File: config.mk
export PLATFORM = sky130hd
export DESIGN_NAME = http_chunked_body_decoder_flat
export DESIGN_NICKNAME = d
export VERILOG_FILES = /design/src/rtl/hcbd_pkg.sv /design/src/rtl/hcbd_in_if.sv /design/src/rtl/hcbd_out_if.sv /design/src/rtl/hcbd_cfg_if.sv /design/src/rtl/hcbd_in_stage.sv /design/src/rtl/hcbd_parser.sv /design/src/rtl/hcbd_out_stage.sv /design/src/rtl/http_chunked_body_decoder.sv /design/src/flat_wrapper.sv
export SDC_FILE = /design/constraint.sdc
export NUM_CORES = 1
export LEC_CHECK = 0
export ABC_CLOCK_PERIOD_IN_PS = 3870
export BUFFER_PORTS_ARGS = -buffer_cell sky130_fd_sc_hd__buf_2
export CAP_MARGIN = 15
export CORE_ASPECT_RATIO = 0.5
export CORE_MARGIN = 2
export CORE_UTILIZATION = 54
export DETAILED_ROUTE_END_ITERATION = 7
export PLACE_DENSITY = 0.72
export SLEW_MARGIN = 20
export SYNTH_ARGS = -nofsm -noshare
export SYNTH_HDL_FRONTEND = slang
export SYNTH_SLANG_ARGS = --single-unit
File: constraint.sdc
create_clock -name clk_i -period 3.87 [get_ports clk_i]
set_input_delay 0.387 -clock clk_i [delete_from_list [all_inputs] [get_ports clk_i]]
set_output_delay 0.387 -clock clk_i [all_outputs]
set_load 0.1 [all_outputs]
File: src/rtl/hcbd_pkg.sv
package hcbd_pkg;

  localparam int unsigned ByteW    = 8;
  localparam int unsigned SizeBits = 32;

  typedef logic [ByteW-1:0]    byte_t;
  typedef logic [SizeBits-1:0] size_t;

  typedef struct packed {
    logic  emit;
    byte_t out_byte;
    logic  end_of_body;
  } result_t;

endpackage

File: src/rtl/hcbd_in_if.sv
interface hcbd_in_if;
  logic                 valid;
  logic                 ready;
  hcbd_pkg::byte_t      in_byte;

  modport source (output valid, output in_byte, input ready);
  modport sink   (input valid, input in_byte, output ready);
endinterface

File: src/rtl/hcbd_out_if.sv
interface hcbd_out_if;
  logic                 valid;
  logic                 ready;
  hcbd_pkg::byte_t      out_byte;
  logic                 end_of_body;

  modport source (output valid, output out_byte, output end_of_body, input ready);
  modport sink   (input valid, input out_byte, input end_of_body, output ready);
endinterface

File: src/rtl/hcbd_cfg_if.sv
interface hcbd_cfg_if;
  logic valid;
  logic ready;
  logic chunked_mode;

  modport source (output valid, output chunked_mode, input ready);
  modport sink   (input valid, input chunked_mode, output ready);
endinterface

File: src/rtl/hcbd_in_stage.sv
module hcbd_in_stage (
  input  logic            clk_i,
  input  logic            rst_ni,
  input  logic            valid_i,
  input  hcbd_pkg::byte_t byte_i,
  output logic            ready_o,
  input  logic            take_i,
  output logic            valid_o,
  output hcbd_pkg::byte_t byte_o
);

  logic            valid_q;
  logic            valid_d;
  hcbd_pkg::byte_t byte_q;
  logic            load;

  assign ready_o = !valid_q || take_i;
  assign load    = valid_i && ready_o;
  assign valid_d = load || (valid_q && !take_i);

  always_ff @(posedge clk_i or negedge rst_ni) begin
    if (!rst_ni) begin
      valid_q <= 1'b0;
    end else begin
      valid_q <= valid_d;
    end
  end

  always_ff @(posedge clk_i) begin
    if (load) begin
      byte_q <= byte_i;
    end
  end

  assign valid_o = valid_q;
  assign byte_o  = byte_q;

endmodule

File: src/rtl/hcbd_parser.sv
module hcbd_parser (
  input  logic              clk_i,
  input  logic              rst_ni,
  input  logic              cfg_we_i,
  input  logic              cfg_mode_i,
  input  logic              fire_i,
  input  hcbd_pkg::byte_t   byte_i,
  output hcbd_pkg::result_t res_o
);

  typedef enum logic [1:0] {
    PhSize    = 2'd0,
    PhPayload = 2'd1,
    PhTrailer = 2'd2,
    PhDone    = 2'd3
  } phase_e;

  localparam hcbd_pkg::size_t SizeMax = '1;

  phase_e          phase_q, phase_d;
  hcbd_pkg::size_t accum_q, accum_d;
  hcbd_pkg::size_t left_q, left_d;
  hcbd_pkg::size_t left_dec;
  logic            closed_q, closed_d;
  logic            started_q, started_d;
  logic            trail_q, trail_d;
  logic            mode_q;
  logic            is_hex;
  logic            is_blank;
  logic [3:0]      digit;

  always_comb begin
    is_hex = 1'b1;
    digit  = '0;
    case (byte_i) inside
      [8'h30:8'h39]: digit = 4'(byte_i - 8'h30);
      [8'h61:8'h66]: digit = 4'(byte_i - 8'h57);
      [8'h41:8'h46]: digit = 4'(byte_i - 8'h37);
      default:       is_hex = 1'b0;
    endcase
  end

  assign is_blank = byte_i inside {8'h20, 8'h09, 8'h0D, 8'h0B, 8'h0C};
  assign left_dec = (left_q != '0) ? left_q - 1'b1 : '0;

  always_comb begin
    phase_d   = phase_q;
    accum_d   = accum_q;
    left_d    = left_q;
    closed_d  = closed_q;
    started_d = started_q;
    trail_d   = trail_q;
    res_o     = '{emit: 1'b0, out_byte: byte_i, end_of_body: 1'b0};
    if (!mode_q) begin
      res_o.emit = 1'b1;
    end else begin
      case (phase_q)
        PhSize: begin
          if (byte_i == 8'h0A) begin
            if (accum_q == '0) begin
              phase_d = PhDone;
              res_o   = '{emit: 1'b1, out_byte: '0, end_of_body: 1'b1};
            end else begin
              left_d  = accum_q;
              phase_d = PhPayload;
            end
          end else if (!closed_q) begin
            if (is_hex) begin
              started_d = 1'b1;
              if (|accum_q[hcbd_pkg::SizeBits-1 -: 4]) begin
                accum_d = SizeMax;
              end else begin
                accum_d = {accum_q[hcbd_pkg::SizeBits-5:0], digit};
              end
            end else if (!(is_blank && !started_q)) begin
              closed_d = 1'b1;
            end
          end
        end
        PhPayload: begin
          res_o.emit = 1'b1;
          left_d     = left_dec;
          if (left_dec == '0) begin
            phase_d = PhTrailer;
            trail_d = 1'b0;
          end
        end
        PhTrailer: begin
          if (!trail_q) begin
            trail_d = 1'b1;
          end else begin
            trail_d   = 1'b0;
            phase_d   = PhSize;
            accum_d   = '0;
            closed_d  = 1'b0;
            started_d = 1'b0;
          end
        end
        default: begin
        end
      endcase
    end
  end

  always_ff @(posedge clk_i or negedge rst_ni) begin
    if (!rst_ni) begin
      phase_q   <= PhSize;
      accum_q   <= '0;
      left_q    <= '0;
      closed_q  <= 1'b0;
      started_q <= 1'b0;
      trail_q   <= 1'b0;
      mode_q    <= 1'b0;
    end else begin
      if (cfg_we_i) begin
        mode_q <= cfg_mode_i;
      end
      if (fire_i) begin
        phase_q   <= phase_d;
        accum_q   <= accum_d;
        left_q    <= left_d;
        closed_q  <= closed_d;
        started_q <= started_d;
        trail_q   <= trail_d;
      end
    end
  end

  a_eob_to_done: assert property (@(posedge clk_i) disable iff (!rst_ni)
    fire_i && res_o.emit && res_o.end_of_body |=> phase_q == PhDone)
    else $error("end of body did not enter done phase");

  a_payload_nonzero: assert property (@(posedge clk_i) disable iff (!rst_ni)
    phase_q == PhPayload |-> left_q != '0)
    else $error("payload phase with zero bytes left");

  a_done_silent: assert property (@(posedge clk_i) disable iff (!rst_ni)
    mode_q && phase_q == PhDone |-> !res_o.emit)
    else $error("result issued after end of body");

  a_done_sticky: assert property (@(posedge clk_i) disable iff (!rst_ni)
    phase_q == PhDone |=> phase_q == PhDone)
    else $error("left done phase without reset");

endmodule

File: src/rtl/hcbd_out_stage.sv
module hcbd_out_stage (
  input  logic              clk_i,
  input  logic              rst_ni,
  input  logic              load_i,
  input  hcbd_pkg::result_t res_i,
  output logic              free_o,
  output logic              valid_o,
  input  logic              ready_i,
  output hcbd_pkg::byte_t   out_byte_o,
  output logic              end_of_body_o
);

  logic            valid_q;
  logic            valid_d;
  hcbd_pkg::byte_t byte_q;
  logic            eob_q;
  logic            take;

  assign free_o  = !valid_q || ready_i;
  assign take    = load_i && res_i.emit;
  assign valid_d = take || (valid_q && !ready_i);

  always_ff @(posedge clk_i or negedge rst_ni) begin
    if (!rst_ni) begin
      valid_q <= 1'b0;
    end else begin
      valid_q <= valid_d;
    end
  end

  always_ff @(posedge clk_i) begin
    if (take) begin
      byte_q <= res_i.out_byte;
      eob_q  <= res_i.end_of_body;
    end
  end

  assign valid_o       = valid_q;
  assign out_byte_o    = byte_q;
  assign end_of_body_o = eob_q;

endmodule

File: src/rtl/http_chunked_body_decoder.sv
// Each byte is registered in the input register, then its result in the result register;
// a result waits there until the sink is ready, and no new byte is parsed meanwhile.
// Throughput: one byte per cycle while the result register is free; framing bytes count too.
// The result register lets a new byte enter while the previous result waits to be taken.
// Reset (rst_ni low, async): pipeline empty, size-line parse, chunked_mode = 0.
module http_chunked_body_decoder (
  input  logic       clk_i,
  input  logic       rst_ni,
  hcbd_in_if.sink    in_i,
  hcbd_out_if.source out_o,
  hcbd_cfg_if.sink   cfg_i
);

  logic              s1_valid;
  hcbd_pkg::byte_t   s1_byte;
  logic              out_free;
  logic              fire;
  hcbd_pkg::result_t res;

  assign cfg_i.ready = 1'b1;
  assign fire        = s1_valid && out_free;

  hcbd_in_stage u_in (
    .clk_i   (clk_i),
    .rst_ni  (rst_ni),
    .valid_i (in_i.valid),
    .byte_i  (in_i.in_byte),
    .ready_o (in_i.ready),
    .take_i  (fire),
    .valid_o (s1_valid),
    .byte_o  (s1_byte)
  );

  hcbd_parser u_parser (
    .clk_i      (clk_i),
    .rst_ni     (rst_ni),
    .cfg_we_i   (cfg_i.valid),
    .cfg_mode_i (cfg_i.chunked_mode),
    .fire_i     (fire),
    .byte_i     (s1_byte),
    .res_o      (res)
  );

  hcbd_out_stage u_out (
    .clk_i         (clk_i),
    .rst_ni        (rst_ni),
    .load_i        (fire),
    .res_i         (res),
    .free_o        (out_free),
    .valid_o       (out_o.valid),
    .ready_i       (out_o.ready),
    .out_byte_o    (out_o.out_byte),
    .end_of_body_o (out_o.end_of_body)
  );

endmodule

File: src/flat_wrapper.sv
// flat-port wrapper written by rule: the top's interface ports become plain ports
module http_chunked_body_decoder_flat 
  (clk_i, rst_ni, in_i_valid, in_i_in_byte, in_i_ready, out_o_valid, out_o_out_byte, out_o_end_of_body, out_o_ready, cfg_i_valid, cfg_i_chunked_mode, cfg_i_ready);
  hcbd_in_if in_i_i ();
  hcbd_out_if out_o_i ();
  hcbd_cfg_if cfg_i_i ();
  input  logic clk_i;
  input  logic rst_ni;
  input wire logic [$bits(in_i_i.valid)-1:0] in_i_valid;
  input wire logic [$bits(in_i_i.in_byte)-1:0] in_i_in_byte;
  output wire logic [$bits(in_i_i.ready)-1:0] in_i_ready;
  output wire logic [$bits(out_o_i.valid)-1:0] out_o_valid;
  output wire logic [$bits(out_o_i.out_byte)-1:0] out_o_out_byte;
  output wire logic [$bits(out_o_i.end_of_body)-1:0] out_o_end_of_body;
  input wire logic [$bits(out_o_i.ready)-1:0] out_o_ready;
  input wire logic [$bits(cfg_i_i.valid)-1:0] cfg_i_valid;
  input wire logic [$bits(cfg_i_i.chunked_mode)-1:0] cfg_i_chunked_mode;
  output wire logic [$bits(cfg_i_i.ready)-1:0] cfg_i_ready;
  assign in_i_i.valid = in_i_valid;
  assign in_i_i.in_byte = in_i_in_byte;
  assign in_i_ready = in_i_i.ready;
  assign out_o_valid = out_o_i.valid;
  assign out_o_out_byte = out_o_i.out_byte;
  assign out_o_end_of_body = out_o_i.end_of_body;
  assign out_o_i.ready = out_o_ready;
  assign cfg_i_i.valid = cfg_i_valid;
  assign cfg_i_i.chunked_mode = cfg_i_chunked_mode;
  assign cfg_i_ready = cfg_i_i.ready;
  http_chunked_body_decoder u_core (.clk_i(clk_i), .rst_ni(rst_ni), .in_i(in_i_i), .out_o(out_o_i), .cfg_i(cfg_i_i));
endmodule
==> results.sh <==
export IMPL_cp_data_required_time_ns=4.10
export IMPL_synth_edf_count=17
export IMPL_pre_cts_slack_ns=0.435
export IMPL_wl_per_cell_um=18.3
export IMPL_num_rows=24
export IMPL_pin_count=26
export IMPL_top_usage_layer="met1"
export IMPL_coreArea_mm2=0.00880
export IMPL_post_cts_buffers=0
export IMPL_maxSlewViolCount=0
export IMPL_power_density_mw_per_mm2=378
export IMPL_power_leakage_nw=2.19
export IMPL_die_h_um=71.8
export IMPL_cp_max_fo=8
export IMPL_grt_max_degree=73
export IMPL_grt_pass1_vias=3821
export IMPL_grt_usage=0.259
export IMPL_min_period_ns=3.51
export IMPL_cp_start_kind="register"
export IMPL_cts_clk_slew_worst_paths_ns=0.07
export IMPL_mostFrequentLayoutCell="dfrtp_1"
export IMPL_first_pass_iters=5
export IMPL_postCtsHoldBufs=0
export IMPL_drive_above_1_share=0.130
export IMPL_antennaDiodeCount=0
export IMPL_synth_cell_types=66
export IMPL_p_clk_frac=0.405
export IMPL_utilization=0.618
export IMPL_tns_ns=0
export IMPL_post_route_drc_count=0
export IMPL_fmax_ghz=0.285
export IMPL_synthArstFlopShare=0.809
export IMPL_yosysWarnings=0
export IMPL_rsz0062_at_grt="no"
export IMPL_crit_path_start="u_core.u_parser.left_q[0]"
export IMPL_dp_hpwl_um=8310
export IMPL_final_setup_worst_slack_ns=0.357
export IMPL_drt_iter0_markers=500
export IMPL_pwr_share_comb=0.103
export IMPL_power_switching_share=0.271
export IMPL_areaGrowthSynthToFinish_pct=9.61
export IMPL_grt_use_met3=0.0662
export IMPL_io_buffers=24
export IMPL_ir_worst_vdd_v=0.000276
export IMPL_setup_violations=0
export IMPL_cts_buffers=9
export IMPL_clk_path_buf_depth=2
export IMPL_critPathKind="reg -> reg"
export IMPL_die_area_mm2=0.0100
export IMPL_ant_nets=0
export IMPL_dp_cells=655
export IMPL_syn_nets=571
export IMPL_syn_area_per_cell_um2=9.07
export IMPL_power_switching_w=0.000556
export IMPL_grt_pass1_wl_um=20100
export IMPL_vias=4246
export IMPL_r2r_start="u_core.u_parser.left_q[0]"
export IMPL_die_w_um=140
export IMPL_cts_root_buf="clkbuf_16"
export IMPL_antenna_found_initial=0
export IMPL_cts_tree="built"
export IMPL_internal_power_w=0.00150
export IMPL_seqPwrFrac=0.492
export IMPL_grtUsageMet1=0.393
export IMPL_slew_headroom=0.383
export IMPL_synth_seq_cells=89
export IMPL_synthesis_area_mm2=0.00496
export IMPL_nNetsFinal=573
export IMPL_htreeDepth=3
export IMPL_wirelength_um=12300
export IMPL_status="finished, final reports clean"
export IMPL_r2r_cells=10
export IMPL_period_share=0.908
export IMPL_synth_seq_area_share=0.466
export IMPL_gp_congestion=0.938
export IMPL_stdcell_count=671
export IMPL_clock_latency_ns=0.35
export IMPL_viasPerCell=6.33
export IMPL_reg2reg_to="u_core.u_parser.phase_q[1]"
export IMPL_synth_cells=547
export IMPL_grt_ovfl_total=0
export IMPL_clkSinkCount=89
export IMPL_initial_core_util=0.564
export IMPL_grtUsageMet2=0.371
export IMPL_hold_violations=0
export IMPL_hold_class="in -> async"
export IMPL_ctsResizeCount=0
export IMPL_cp_arrival_ns=3.74
export IMPL_end_kind="register"
export IMPL_synth_top_flop_cell="dfrtp_1"
export IMPL_cap_violations=0
export IMPL_finClkSkew_ns=0.00851
export IMPL_mostFrequentLayoutCells="72 x dfrtp_1, 61 x nand2_1, 60 x nor2_1"
export IMPL_r2r_setup_slack_ns=0.36
export IMPL_tightestPinTransition_ns=0.926
==> state kept, by name, indices dropped and copies added, names as in the netlist <==
name and flops:
u_core.u_parser.started_q 1, u_core.u_parser.accum_q 32, u_core.u_in.valid_o 1, u_core.u_parser.closed_q 1
u_core.u_parser.trail_q 1, u_core.u_out.end_of_body_o 1, u_core.u_in.byte_o 8, u_core.u_parser.left_q 32
u_core.u_out.valid_o 1, u_core.u_parser.phase_q 2, u_core.u_parser.mode_q 1, u_core.u_out.out_byte_o 8
==> worst max-delay path, cell delays in order (launching register included) <==
cell     delay, ns
dfrtp_1       0.41
inv_1         0.12
ha_1          0.27
nor4b_4       0.32
nand4_2       0.29
or4_4         0.52
or2_1         0.35
a21o_1        0.22
nor4_4        0.40
o31a_4        0.19
mux2_4        0.29
==> synthesized netlist by cell type (all sizes together) (3+ instances only) <==
library cell,n,area share
a211oi,4,0.0061
a21o,3,0.0045
a21oi,30,0.030
a221o,3,0.0061
a221oi,3,0.0053
a22oi,19,0.029
a31oi,3,0.0038
buf,8,0.0093
clkbuf,35,0.026
dfrtp,72,0.36
edfxtp,17,0.10
ha,10,0.025
inv,14,0.011
nand2,61,0.046
nand2b,3,0.0038
nand3,5,0.0050
nand3b,3,0.0045
nand4,7,0.010
nor2,60,0.045
nor2b,4,0.0050
nor3,23,0.023
nor4,25,0.037
o21a,3,0.0048
o21ai,40,0.040
o31ai,33,0.050
or2,6,0.0081
or3,9,0.013
or4,12,0.020
xor2,4,0.0071
==> power by group through the flow <==
| stage | registers, W | logic [W] | clock network (W) |
|---|---|---|---|
| global placement | 0.00103 | 0.000209 | 0 |
| global route | 0.00101 | 0.000232 | 0.000890 |
| floorplan | 0.00108 | 0.000112 | 0 |
| finish | 0.00101 | 0.000212 | 0.000833 |
| CTS | 0.00101 | 0.000212 | 0.000848 |
| detailed placement | 0.00103 | 0.000212 | 0 |
==> layout make-up <==
type / count / area (µm²)
clock inverter: 5 / 40.0
inverter: 14 / 52.6
sequential: 89 / 2310
tap: 117 / 146
multi-input combinational: 401 / 2420
clock buffer: 11 / 243
fill: 753 / 3360
timing repair buffer: 34 / 223
==> worst max-delay path by stage <==
stage                                            end  slack [ns]  depth (start not counted)
final                     u_core.u_parser.phase_q[1]        0.36                         10
after global routing      u_core.u_parser.phase_q[1]        0.17                         10
after CTS                 u_core.u_parser.phase_q[1]        0.40                         10
after detailed placement  u_core.u_parser.phase_q[1]        0.44                         10
after global placement    u_core.u_parser.phase_q[1]        0.54                         10
after floorplan           u_core.u_parser.phase_q[1]        0.78                         11
==> per-layer routing <==
layer	up-vias	share of wire
met3	16	0.082
met1	2045	0.48
met2	164	0.43
met4	0	0.011
met5	-	0
li1	2021	-
==> metrics by stage <==
stage	hold WS, ns	instance area (µm²)	total power [W]
floorplan	0.0914	4960	0.00119
global placement	0.474	5150	0.00124
detailed placement	0.496	5150	0.00124
CTS	0.201	5440	0.00207
global route	0.196	5440	0.00214
finish	0.180	5440	0.00205
==> cell families after synthesis <==
| logic type | count (synthesis) | share of synthesized area |
|---|---|---|
| other | 1 | 0.000756 |
| buffers and inverters | 57 | 0.0464 |
| xor gates and xnor gates | 6 | 0.0106 |
| muxes | 3 | 0.00731 |
| AOI/OAI and AO/OA | 154 | 0.205 |
| adders and majority gates | 10 | 0.0252 |
| DFF | 89 | 0.466 |
| and+or+nand+nor | 227 | 0.238 |
(Power assumes the default switching activity.)
